$ cat src/design/rcfb_pkg.sv
// ---------------------------------------------------------------------------
// rcfb_pkg
// Types and constants shared by the RC command frame builder.
// ---------------------------------------------------------------------------
`timescale 1ns / 1ps

package rcfb_pkg;

    localparam int FRAME_LEN   = 22;
    localparam int NUM_CHAN    = 8;
    localparam int CFG_INDEX_W = 2;

    localparam logic [7:0] HDR_DOLLAR  = 8'h24;
    localparam logic [7:0] HDR_M       = 8'h4D;
    localparam logic [7:0] HDR_DIR     = 8'h3C;
    localparam logic [7:0] PAYLOAD_LEN = 8'd16;

    localparam logic [15:0] LOW_LIMIT_RST  = 16'd1000;
    localparam logic [15:0] HIGH_LIMIT_RST = 16'd2000;
    localparam logic [15:0] NEUTRAL_RST    = 16'd1500;
    localparam logic [7:0]  COMMAND_RST    = 8'd200;

    typedef enum logic [CFG_INDEX_W-1:0] {
        REG_LOW_LIMIT  = 2'd0,
        REG_HIGH_LIMIT = 2'd1,
        REG_NEUTRAL    = 2'd2,
        REG_COMMAND    = 2'd3
    } cfg_reg_t;

    typedef struct packed {
        logic [15:0] low_limit;
        logic [15:0] high_limit;
        logic [15:0] neutral;
        logic [7:0]  command;
    } rc_cfg_t;

    typedef struct packed {
        logic [7:0] data;
        logic       last;
    } cell_data_t;

endpackage

$ cat src/design/rcfb_cell.sv
// ---------------------------------------------------------------------------
// rcfb_cell
// One byte cell of the output chain: loads in parallel, shifts towards the head.
// ---------------------------------------------------------------------------
`timescale 1ns / 1ps

module rcfb_cell (
    input  logic                aclk,
    input  logic                aresetn,
    input  logic                load,
    input  logic                shift,
    input  rcfb_pkg::cell_data_t load_data,
    input  logic                nb_valid,
    input  rcfb_pkg::cell_data_t nb_data,
    output logic                valid,
    output rcfb_pkg::cell_data_t data
);
    import rcfb_pkg::*;

    logic       valid_reg;
    logic       valid_next;
    cell_data_t data_reg;
    cell_data_t data_next;

    always_comb begin
        valid_next = valid_reg;
        data_next  = data_reg;
        if (load) begin
            valid_next = 1'b1;
            data_next  = load_data;
        end else if (shift) begin
            // take over the neighbour's byte
            valid_next = nb_valid;
            data_next  = nb_data;
        end
    end

    always_ff @(posedge aclk) begin
        if (!aresetn) begin
            valid_reg <= 1'b0;
        end else begin
            valid_reg <= valid_next;
        end
    end

    always_ff @(posedge aclk) begin
        data_reg <= data_next;
    end

    assign valid = valid_reg;
    assign data  = data_reg;

endmodule

$ cat src/design/rcfb_frame_gen.sv
// ---------------------------------------------------------------------------
// rcfb_frame_gen
// Builds the 22 bytes of one set-raw-RC request from the throttle and config.
// ---------------------------------------------------------------------------
`timescale 1ns / 1ps

module rcfb_frame_gen (
    input  logic signed [11:0]   throttle_tenths,
    input  rcfb_pkg::rc_cfg_t    cfg,
    output rcfb_pkg::cell_data_t frame [rcfb_pkg::FRAME_LEN]
);
    import rcfb_pkg::*;

    logic signed [17:0] thr_sum;
    logic signed [17:0] low_s;
    logic signed [17:0] high_s;
    logic [15:0]        thr_val;
    logic [15:0]        aux1_val;
    logic [15:0]        chan [NUM_CHAN];
    logic [7:0]         bytes [FRAME_LEN];
    logic [7:0]         csum;

    always_comb begin
        low_s   = $signed({2'b00, cfg.low_limit});
        high_s  = $signed({2'b00, cfg.high_limit});
        thr_sum = low_s + 18'(throttle_tenths);

        // high clamp first, low clamp second
        thr_val = thr_sum[15:0];
        if (thr_sum > high_s) begin
            thr_val = cfg.high_limit;
        end
        if ((thr_sum > high_s ? high_s : thr_sum) < low_s) begin
            thr_val = cfg.low_limit;
        end

        aux1_val = (throttle_tenths > 12'sd0) ? cfg.high_limit : cfg.low_limit;

        chan[0] = cfg.neutral;
        chan[1] = cfg.neutral;
        chan[2] = thr_val;
        chan[3] = cfg.neutral;
        chan[4] = aux1_val;
        chan[5] = cfg.low_limit;
        chan[6] = cfg.low_limit;
        chan[7] = cfg.low_limit;

        bytes[0] = HDR_DOLLAR;
        bytes[1] = HDR_M;
        bytes[2] = HDR_DIR;
        bytes[3] = PAYLOAD_LEN;
        bytes[4] = cfg.command;
        for (int c = 0; c < NUM_CHAN; c++) begin
            bytes[5 + 2*c]     = chan[c][7:0];
            bytes[5 + 2*c + 1] = chan[c][15:8];
        end

        csum = 8'h00;
        for (int i = 3; i < FRAME_LEN - 1; i++) begin
            csum = csum ^ bytes[i];
        end
        bytes[FRAME_LEN-1] = csum;

        for (int i = 0; i < FRAME_LEN; i++) begin
            frame[i].data = bytes[i];
            frame[i].last = (i == FRAME_LEN - 1);
        end
    end

endmodule

$ cat src/design/rc_command_frame_builder_top.sv
// The first frame byte goes from chain cell 0 through the output register onto m_tdata.
// One frame byte per cycle while m_tready holds, set by the 22-cell byte chain that
// drains one cell per cycle into the output register, unless m_tready stalls it.
// A new request is taken in the cycle the last byte of the previous frame leaves the chain.
// Reset (aresetn low, synchronous) empties the chain and output register and
// restores the registers to low 1000, high 2000, neutral 1500, command 200.
// ---------------------------------------------------------------------------
// rc_command_frame_builder_top
// Throttle request in, 22-byte set-raw-RC request frame out, one byte a beat.
// ---------------------------------------------------------------------------
`timescale 1ns / 1ps

module rc_command_frame_builder_top (
    input  logic        aclk,
    input  logic        aresetn,
    // config write channel
    input  logic        cfg_valid,
    output logic        cfg_ready,
    input  logic [1:0]  cfg_index,
    input  logic [15:0] cfg_data,
    // request in
    input  logic        s_tvalid,
    output logic        s_tready,
    input  logic [15:0] s_tdata,   // [11:0] throttle_tenths, [15:12] zero
    // frame bytes out
    output logic        m_tvalid,
    input  logic        m_tready,
    output logic [7:0]  m_tdata,   // [7:0] frame_byte
    output logic        m_tlast    // last_byte
);
    import rcfb_pkg::*;

    rc_cfg_t    cfg_reg;
    rc_cfg_t    cfg_next;
    cell_data_t frame     [FRAME_LEN];
    cell_data_t cell_q    [FRAME_LEN];
    logic       cell_vld  [FRAME_LEN];
    logic       advance;
    logic       load;
    logic       out_valid_reg;
    logic       out_valid_next;
    cell_data_t out_reg;
    cell_data_t out_next;

    assign cfg_ready = 1'b1;

    always_comb begin
        cfg_next = cfg_reg;
        if (cfg_valid) begin
            case (cfg_reg_t'(cfg_index))
                REG_LOW_LIMIT:  cfg_next.low_limit  = cfg_data;
                REG_HIGH_LIMIT: cfg_next.high_limit = cfg_data;
                REG_NEUTRAL:    cfg_next.neutral    = cfg_data;
                REG_COMMAND:    cfg_next.command    = cfg_data[7:0];
                default:        cfg_next = cfg_reg;
            endcase
        end
    end

    always_ff @(posedge aclk) begin
        if (!aresetn) begin
            cfg_reg.low_limit  <= LOW_LIMIT_RST;
            cfg_reg.high_limit <= HIGH_LIMIT_RST;
            cfg_reg.neutral    <= NEUTRAL_RST;
            cfg_reg.command    <= COMMAND_RST;
        end else begin
            cfg_reg <= cfg_next;
        end
    end

    rcfb_frame_gen u_frame_gen (
        .throttle_tenths ($signed(s_tdata[11:0])),
        .cfg             (cfg_reg),
        .frame           (frame)
    );

    // head byte moves out whenever the output register is free or being drained
    assign advance  = cell_vld[0] && (!out_valid_reg || m_tready);
    // load when at most the head byte is left and it leaves this cycle
    assign s_tready = !cell_vld[1] && (!cell_vld[0] || advance);
    assign load     = s_tvalid && s_tready;

    for (genvar i = 0; i < FRAME_LEN; i++) begin : g_cell
        logic       nb_vld;
        cell_data_t nb_q;
        if (i == FRAME_LEN - 1) begin : g_tail
            assign nb_vld = 1'b0;
            assign nb_q   = '0;
        end else begin : g_mid
            assign nb_vld = cell_vld[i+1];
            assign nb_q   = cell_q[i+1];
        end
        rcfb_cell u_cell (
            .aclk      (aclk),
            .aresetn   (aresetn),
            .load      (load),
            .shift     (advance),
            .load_data (frame[i]),
            .nb_valid  (nb_vld),
            .nb_data   (nb_q),
            .valid     (cell_vld[i]),
            .data      (cell_q[i])
        );
    end

    always_comb begin
        out_valid_next = out_valid_reg;
        out_next       = out_reg;
        if (advance) begin
            out_valid_next = 1'b1;
            out_next       = cell_q[0];
        end else if (m_tready) begin
            out_valid_next = 1'b0;
        end
    end

    always_ff @(posedge aclk) begin
        if (!aresetn) begin
            out_valid_reg <= 1'b0;
        end else begin
            out_valid_reg <= out_valid_next;
        end
    end

    always_ff @(posedge aclk) begin
        out_reg <= out_next;
    end

    assign m_tvalid = out_valid_reg;
    assign m_tdata  = out_reg.data;
    assign m_tlast  = out_reg.last;

endmodule

$ cat config.mk
export PLATFORM = sky130hd
export DESIGN_NAME = rc_command_frame_builder_top
export DESIGN_NICKNAME = d
export VERILOG_FILES = /design/src/design/rcfb_pkg.sv /design/src/design/rcfb_cell.sv /design/src/design/rcfb_frame_gen.sv /design/src/design/rc_command_frame_builder_top.sv
export SDC_FILE = /design/constraint.sdc
export NUM_CORES = 1
export LEC_CHECK = 0
export BUFFER_PORTS_ARGS = -buffer_cell sky130_fd_sc_hd__buf_4
export CAP_MARGIN = 20
export CORE_MARGIN = 5
export CORE_UTILIZATION = 28
export DETAILED_ROUTE_END_ITERATION = 10
export SETUP_SLACK_MARGIN = 0.05
export SKIP_LAST_GASP = 1
export SLEW_MARGIN = 20
export SYNTH_ARGS = -nofsm -noshare
export SYNTH_HDL_FRONTEND = slang
export SYNTH_SLANG_ARGS = --single-unit
export TNS_END_PERCENT = 100
$ cat constraint.sdc
create_clock -name aclk -period 13.9 [get_ports aclk]
set_input_delay 2.085 -clock aclk [delete_from_list [all_inputs] [get_ports aclk]]
set_output_delay 2.085 -clock aclk [all_outputs]
set_load 0.03 [all_outputs]
==> results of run 1 <==
worst paths after layout:
path,slack (ps),endpoint,depth (start not counted)
hold / removal,430,m_tdata[2],0
hold reg to reg,430,m_tdata[2],0
setup / recovery,3910,g_cell[21].u_cell.data[2],31
setup reg to reg,4950,g_cell[21].u_cell.data[2],30
per-layer routing:
metal  global-route usage [%]  up-vias  part of all wire (%)
met1                     19.5     5096                    49
met2                     18.3      308                    41
met3                     2.49       61                   7.3
met5                        0        -                     0
li1                         -     5173                     -
met4                     3.43        0                   2.4
power by group:
group          leakage [uW]  switching (uW)  internal (uW)  total (uW)
Combinational       0.00268             249            145         395
Sequential          0.00264            35.4            992        1030
Clock              0.000477             338            448         787
Total               0.00580             623           1590        2210
worst max-delay path, delay by kind of cell:
family / cells / cell delay [ps]
multiplexers: 3 / 950
XOR/XNOR: 2 / 450
AO/OA/AOI/OAI: 17 / 3710
adder cells (fa/ha/maj): 4 / 1280
buffers and inverters: 2 / 240
AND/OR/NAND/NOR: 3 / 1580
area by class of cell:
cell class,instances,area share (%)
sequential,286,46.0
multi-input combinational,1033,38.8
clock buffer,42,5.43
tap,664,5.27
timing repair buffer,55,2.66
inverter,49,1.18
clock inverter,14,0.642
placed cells by master (no fill, tap or decap), types with 22 or more instances in the layout:
cell type and instances:
sky130_fd_sc_hd__a22o_1 51, sky130_fd_sc_hd__dfxtp_1 133, sky130_fd_sc_hd__ha_1 48, sky130_fd_sc_hd__clkbuf_16 31
sky130_fd_sc_hd__o21ai_0 94, sky130_fd_sc_hd__a21oi_1 127, sky130_fd_sc_hd__a31oi_1 22, sky130_fd_sc_hd__nand2_1 344
sky130_fd_sc_hd__buf_4 54, sky130_fd_sc_hd__xnor2_1 58, sky130_fd_sc_hd__nor2_1 38, sky130_fd_sc_hd__edfxtp_1 153
sky130_fd_sc_hd__nand3_1 64, sky130_fd_sc_hd__inv_1 41
through the flow:
stage               cells  cell area [um^2]  worst slack [ps]
detailed placement   2086             14800              3470
finish               2143             15800              3910
global placement     2086             14800              3550
floorplan            1461             13900              4830
CTS                  2142             15800              4060
global route         2143             15800              3400
logic make-up (layout without fill, tap and decap cells):
kind of cell / count (synthesis) / count (layout) / share of synthesized area, %
buf+inv: 142 / 160 / 3.99
mux: 24 / 24 / 1.87
simple gates: 494 / 494 / 14.9
flops: 286 / 286 / 52.3
compound gates: 393 / 393 / 17.8
fa+ha+maj: 49 / 49 / 4.47
xor+xnor: 72 / 72 / 4.64
other cells: 1 / 1 / 0.0270
==> impl.org, run 1 <==
** Outcome
- Status :: complete, no violations

** Clock tree
- Clock input transition at the sequential cells of the worst setup and hold paths :: 60 ps
- Clock insertion delay at the later pin of the skew report :: 570 ps
- Post-CTS setup buffers :: 0
- The clock passes through at most 3 buffers.
- Count of hold buffers inserted by post-cts repair :: 0
- CTS root buffer :: sky130_fd_sc_hd__clkbuf_16
- CTS tree :: yes
- Num CTS Buffers :: 30
- Count of clock tree sinks :: 286
- Maximum level of the CTS H-tree :: 1
- CTS resizes :: 0

** Layout
- After the last flow step, the layout net total stands at 1543.
- The layout has 5024 filler cells.
- Across the whole layout, storage elements account for 7260 um^2.
- Max reg flops :: 198
- Number of inserted diodes :: 0
- The area growth from synthesis to layout is 13.7%.
- For this run, the share of the core covered by cells in the final layout is 32.2%.
- The multi-input combinational cells in the finished layout cover a total of 6120 um^2.
- Of the cells placed in the final design, the portion with a size suffix greater than 1 is 9.06%.

** Timing
- Remaining max-slew budget at the tightest pin :: 24.3%
- Setup violations remaining at the end of the flow were counted as 0.
- At the pin with the least slew margin, the transition time is 1130 ps.
- Setup repair after global routing left no endpoint under its margin.
- Final hold violation count :: 0
- Post-layout min period :: 9990 ps
- The tightest hold path in the finished design has a slack of 430 ps.
- Final-layout setup total negative slack :: 0 ps
- Clock skew on the completed layout was measured at 21.5 ps.
- Final Slew Violations :: 0
- Maximum frequency from static timing analysis :: 100 MHz
- Portion of the clock cycle consumed by the worst path in the final layout :: 71.9%

** Drt
- Length of the first detailed-routing pass in iterations :: 5
- For this run, design rule violations remaining after detail routing come to 0.
- Dividing the detail-routed wire length by the instance count gives 16.5 um.
- In the routed layout, each cell is associated on average with a via count of 4.96.
- Initial detailed-routing violation count :: 907
- Wires add up to 35300 um.
- The detail route stage leaves a number of antenna-violating nets equal to 0.
- Routed via count :: 10600

** Place
- Post-DP HPWL :: 23000 um
- GP Congestion :: 0.902
- Buffers placed on the I/O ports in this run total 45.

** Synth
- Counting distinct cell types in the post-synthesis netlist gives 74.
- Summed over all instances, the cell type with the most area after synthesis is sky130_fd_sc_hd__edfxtp_1.
- Among all flip-flop cells after synthesis, the most frequent one is sky130_fd_sc_hd__edfxtp_1.
- Syn nets :: 1549
- Counting flops with an async set or reset pin after synthesis yields a share of 0%.
- The commonest cells after synthesis are sky130_fd_sc_hd__nand2_1, sky130_fd_sc_hd__edfxtp_1, sky130_fd_sc_hd__dfxtp_1.
- Sequential-to-total area share from yosys stat :: 52.3%
- Dominant cells by area after synthesis :: sky130_fd_sc_hd__edfxtp_1, sky130_fd_sc_hd__dfxtp_1, sky130_fd_sc_hd__nand2_1
- Synthesis-stage register bit count :: 286
- Dividing the synthesized area by the synthesized cell count gives 9.50 um^2.
- Combined area of all synthesized cells :: 13900 um^2
- Number of synthesized flops with an enable pin :: 153
- The Yosys step of the flow raised 0 warnings.
- Most frequently used cell type in the post-synthesis netlist :: sky130_fd_sc_hd__nand2_1
- In this run the biggest area consumer among cell types represents 33.1% of the synthesized area.
- In the synthesized netlist, the number of instances is 1461.

** Critical path
- Maximum fanout along the worst path :: 23
- Launching point of the worst reg2reg path :: cfg_reg[40]
- STA puts the critical path data arrival time at 10310 ps.
- Worst setup EP type :: flop
- For this design, the slowest cell found on the critical path is sky130_fd_sc_hd__nand2_1.
- The largest single stage delay on the critical path is 750 ps.
- For the worst setup path, the data required time is 14220 ps.
- The most critical setup path has its startpoint at s_tdata[0].
- Worst setup path class :: input port to flop
- The worst setup path is launched from an input port.

** GRT
- Via count of the first global-routing pass :: 10100
- Initial antenna violation count :: 0
- Entering global routing, the biggest net connects 97 pins.
- The first global-routing pass estimated 56400 um of wire.
- The total overflow left after global routing is 0.
- Global routing usage summed across all routing layers :: 12.8%

** Floorplanning
- In this run the horizontal extent of the chip is 233 um.
- Die boundary height :: 233 um
- The floorplan step defined a die boundary enclosing 54100 um^2.
- Number of cell rows :: 81
- The total area inside the core boundary comes to 49000 um^2.
- Initial Utilization :: 28.3%
- I/O pin cnt :: 51

** Power
- Dividing total power by cell area gives a power density of 140 nW/um^2.
- Leakage power :: 0.00580 uW
- Summing internal, switching and leakage power gives 2210 uW.
- IR drop worst, VDD :: 89.5 uV

** Hold path
- Worst min-delay path startpoint :: g_cell[0].u_cell.data[3]
- The path class of the tightest hold or removal check is flop to flop.

** Job
- Number of violations of the max-capacitance limit :: 0
(Power assumes the default switching activity.)
==> run 2, diff against run 1 <==
--- a/config.mk
+++ b/config.mk
@@ -5,6 +5,7 @@
 export SDC_FILE = /design/constraint.sdc
 export NUM_CORES = 1
 export LEC_CHECK = 0
+export ABC_AREA = 1
 export BUFFER_PORTS_ARGS = -buffer_cell sky130_fd_sc_hd__buf_4
 export CAP_MARGIN = 20
 export CORE_MARGIN = 5
==> constraint.sdc (replaced) <==
create_clock -name aclk -period 8.1 [get_ports aclk]
set_input_delay 1.215 -clock aclk [delete_from_list [all_inputs] [get_ports aclk]]
set_output_delay 1.215 -clock aclk [all_outputs]
set_load 0.03 [all_outputs]
==> impl.org, run 2 <==
** Floorplanning
- Placeable core region :: 47700 um^2 (was 49000 um^2)
- The horizontal extent of the die came to 230 um (was 233 um).
- The site row count came to 80 (was 81).
- I/O pin cnt :: 51 (unchanged)
- Die Outline Area :: 52700 um^2 (was 54100 um^2)
- Initial Utilization :: 28.3% (about the same)
- Die boundary height :: 230 um (was 233 um)

** Clock tree
- The TritonCTS clock tree is yes (unchanged).
- The root buffer cell is sky130_fd_sc_hd__clkbuf_16 (unchanged).
- Count of hold buffers inserted by post-cts repair :: 0 (unchanged)
- The clock slew seen by the registers of the worst setup and hold paths was 60 ps (about the same).
- The number of buffers added for setup after CTS was 0 (unchanged).
- The clock latency at the later pin of the worst-skew pair is 570 ps (about the same).
- Maximum level of the CTS H-tree :: 1 (unchanged)
- CTS resizes :: 0 (unchanged)
- Count of clock tree sinks :: 286 (unchanged)
- The maximum number of buffers from clock root to sink was 3 (unchanged).
- Num CTS Buffers :: 30 (unchanged)

** Power
- The power density over cell area is 248 nW/um^2 (was 140 nW/um^2).
- Leakage power :: 0.00702 uW (was 0.00580 uW)
- The worst-case vdd ir drop is 150 uV (was 89.5 uV).

** Synth
- Prevailing post-synth register cell :: sky130_fd_sc_hd__edfxtp_1 (unchanged)
- Combined area of all synthesized cells :: 13500 um^2 (was 13900 um^2)
- The most repeated cell in the gate-level netlist after synthesis is sky130_fd_sc_hd__nand2_1 (unchanged).
- Syn. warnings :: 0 (unchanged)
- Average cell area after synthesis :: 8.82 um^2 (was 9.50 um^2)
- The share of the synthesized area in the top cell type came to 34.1% (was 33.1%).
- The share of synthesized registers carrying an async set or reset was 0% (unchanged).
- Most used standard cells in the synthesized netlist: sky130_fd_sc_hd__nand2_1, sky130_fd_sc_hd__inv_1, sky130_fd_sc_hd__edfxtp_1 (was sky130_fd_sc_hd__nand2_1, sky130_fd_sc_hd__edfxtp_1, sky130_fd_sc_hd__dfxtp_1).
- The largest area contributor in the synthesized netlist is sky130_fd_sc_hd__edfxtp_1 (unchanged).
- Dominant cells by area after synthesis :: sky130_fd_sc_hd__edfxtp_1, sky130_fd_sc_hd__dfxtp_1, sky130_fd_sc_hd__nand2_1 (unchanged)
- The share of the yosys chip area belonging to registers is 53.8% (was 52.3%).
- Number of library cell types mapped by synthesis :: 45 (was 74)
- Cells after synthesis :: 1530 (was 1461)
- The number of enable flip-flop cells after synthesis came to 153 (unchanged).
- Synthesis-stage register bit count :: 286 (unchanged)
- The total nets after synthesis is 1618 (was 1549).

** Critical path
- Maximum fanout along the worst path :: 24 (was 23)
- The element type at the critical path end is a flop (unchanged).
- Cell at the slowest stage of the critical path :: sky130_fd_sc_hd__o21ai_0 (was sky130_fd_sc_hd__nand2_1)
- The data arrival time of the critical path is 7320 ps (was 10310 ps).
- Delay of the slowest cell on the worst path :: 450 ps (was 750 ps)
- Data required time of the critical path :: 8420 ps (was 14220 ps)
- Most repeated library cell on the critical path :: sky130_fd_sc_hd__nand2_1
- Worst setup path class :: input port to flop (unchanged)
- Startpoint Class :: input port (unchanged)

** GRT
- GRT busiest layer :: met2 (was met1)
- Fraction of met3 tracks used by global routing :: 2.16% (was 2.49%)
- Global-route wire length before repair :: 51100 um (was 56400 um)
- Initial antenna violation count :: 0 (unchanged)
- Largest net degree at the start of global routing :: 97 (unchanged)
- Via count of the first global-routing pass :: 9614 (was 10100)
- Global routing usage summed across all routing layers :: 11.6% (was 12.8%)
- The global routing usage on met2 came to 18.0% (was 18.3%).
- The met1 routing resource usage after global routing is 17.0% (was 19.5%).
- The remaining global-route overflow was 0 (unchanged).

** Timing
- The hold violation total from the final report was 0 (unchanged).
- Remaining max-slew budget at the tightest pin :: 36.6% (was 24.3%)
- Portion of the clock cycle consumed by the worst path in the final layout :: 86.3%
- The post-route setup TNS was 0 ps (unchanged).
- Worst setup margin :: 1110 ps (was 3910 ps)
- After layout, the minimum clock period comes to 6990 ps.
- Setup repair after global routing missed its margin: false (unchanged).
- Maximum frequency from static timing analysis :: 143 MHz
- Final Slew Violations :: 0 (unchanged)
- Post-route clock skew :: 25.9 ps (was 21.5 ps)
- The actual slew at the worst max-slew pin was 951 ps (was 1130 ps).
- Number of setup violations in the final report :: 0 (unchanged)

** Drt
- The total DRC errors in the routed layout came to 0 (unchanged).
- Wire length reported by the detailed router :: 31500 um (was 35300 um)
- Routed vias/inst :: 4.63 (was 4.96)
- The initial detailed-routing violation count came to 664 (was 907).
- The number of detailed-routing iterations run before antenna repair was 5 (unchanged).
- Routed via count :: 10200 (was 10600)
- The antenna violation net count after detailed routing was 0 (unchanged).
- The detail-routed net length per standard cell is 14.4 um (was 16.5 um).

** Layout
- Number of inserted diodes :: 0 (unchanged)
- The layout cell share with drive strength beyond 1 is 7.54% (was 9.06%).
- Max reg flops :: 198 (unchanged)
- The layout overhead on the synthesized area was 14.0% (was 13.7%).
- Fillcell total :: 4907 (was 5024)
- Highest-count cells in the layout ignoring fill and taps: sky130_fd_sc_hd__nand2_1, sky130_fd_sc_hd__inv_1, sky130_fd_sc_hd__edfxtp_1, sky130_fd_sc_hd__dfxtp_1, sky130_fd_sc_hd__o21ai_0 (was sky130_fd_sc_hd__nand2_1, sky130_fd_sc_hd__edfxtp_1, sky130_fd_sc_hd__dfxtp_1, sky130_fd_sc_hd__a21oi_1, sky130_fd_sc_hd__o21ai_0).
- Total area of multi-input combinational cells :: 5290 um^2 (was 6120 um^2)
- Seq. cell area :: 7260 um^2 (unchanged)
- The net count of the finished layout is 1642 (was 1543).
- Commonest non-fill, non-tap cell in the layout :: sky130_fd_sc_hd__nand2_1 (unchanged)

** Outcome
- Status: complete, no violations (unchanged).

** Hold path
- Worst min-delay path class :: flop to flop (unchanged)

** Place
- Post-DP HPWL :: 21200 um (was 23000 um)
- The number of buffers added on ports came to 45 (unchanged).
- The last weighted congestion value of the routability-driven placer was 0.881 (was 0.902).
- The setup slack after placement came to 562 ps (was 3470 ps).

** Job
- Number of violations of the max-capacitance limit :: 0 (unchanged)
-- run 2: cell count changes after synthesis, moves of 10 or more --
cell	change
sky130_fd_sc_hd__o21ai_0	+10
sky130_fd_sc_hd__a21oi_1	-66
sky130_fd_sc_hd__xor2_1	+21
sky130_fd_sc_hd__a22oi_1	+42
sky130_fd_sc_hd__buf_1	-17
sky130_fd_sc_hd__a22o_1	-48
sky130_fd_sc_hd__a31oi_1	-22
sky130_fd_sc_hd__a21o_1	-10
sky130_fd_sc_hd__nand2_1	+136
sky130_fd_sc_hd__xnor2_1	-38
sky130_fd_sc_hd__nand3b_1	+17
sky130_fd_sc_hd__inv_1	+132
sky130_fd_sc_hd__mux2i_1	-17
sky130_fd_sc_hd__clkbuf_1	-11
-- run 2: stage by stage --
stage	hold WS, ps	util (%)	instances	cell area [um^2]	total power [uW]
finish	437	32.2	2193	15400	3810
global route	442	32.2	2193	15400	4010
CTS	439	32.2	2193	15400	3850
detailed placement	424	30.2	2137	14400	2500
global placement	418	30.2	2137	14400	2480
floorplan	409	-	1530	13500	2320
-- run 2: kinds of logic after synthesis --
family	after synthesis	synth area share, %
other cells	1	0.0278
compound gates	260	11.7
buf+inv	246	7.10
simple gates	634	19.3
xor+xnor	54	3.51
fa+ha+maj	49	4.60
flops	286	53.8
-- run 2: final timing paths --
path                             from  slack, ps                   endpoint  cells after the start
min          g_cell[0].u_cell.data[5]        440                 m_tdata[4]                      0
max                        s_tdata[7]       1110  g_cell[21].u_cell.data[3]                     38
max reg2reg               cfg_reg[47]       1400  g_cell[21].u_cell.data[3]                     37
min reg2reg  g_cell[0].u_cell.data[5]        440                 m_tdata[4]                      0
-- run 2: per-layer routing --
layer / share of wire [%] / vias up
met4: 1.9 / 0
met2: 44 / 212
met1: 49 / 4788
li1: - / 5118
met5: 0 / -
met3: 5.6 / 45
-- run 2: cell type report --
type	count	share of cell area (%)
sequential	286	47.2
multi-input combinational	998	34.4
clock buffer	49	5.82
tap	615	5.00
inverter	180	4.42
timing repair buffer	58	2.83
clock inverter	7	0.374
-- run 2: worst max-delay path: cells and delay by family --
| family | cells | cell delay, ps |
|---|---|---|
| AO/OA/AOI/OAI | 8 | 1940 |
| XOR/XNOR | 1 | 140 |
| adder cells (fa/ha/maj) | 3 | 990 |
| buffers and inverters | 5 | 670 |
| AND/OR/NAND/NOR | 21 | 2390 |
-- run 2: report_power, final --
part           switching (uW)  internal [uW]
logic                     455            224
registers                60.2           1730
clock network             559            782
total                    1070           2730
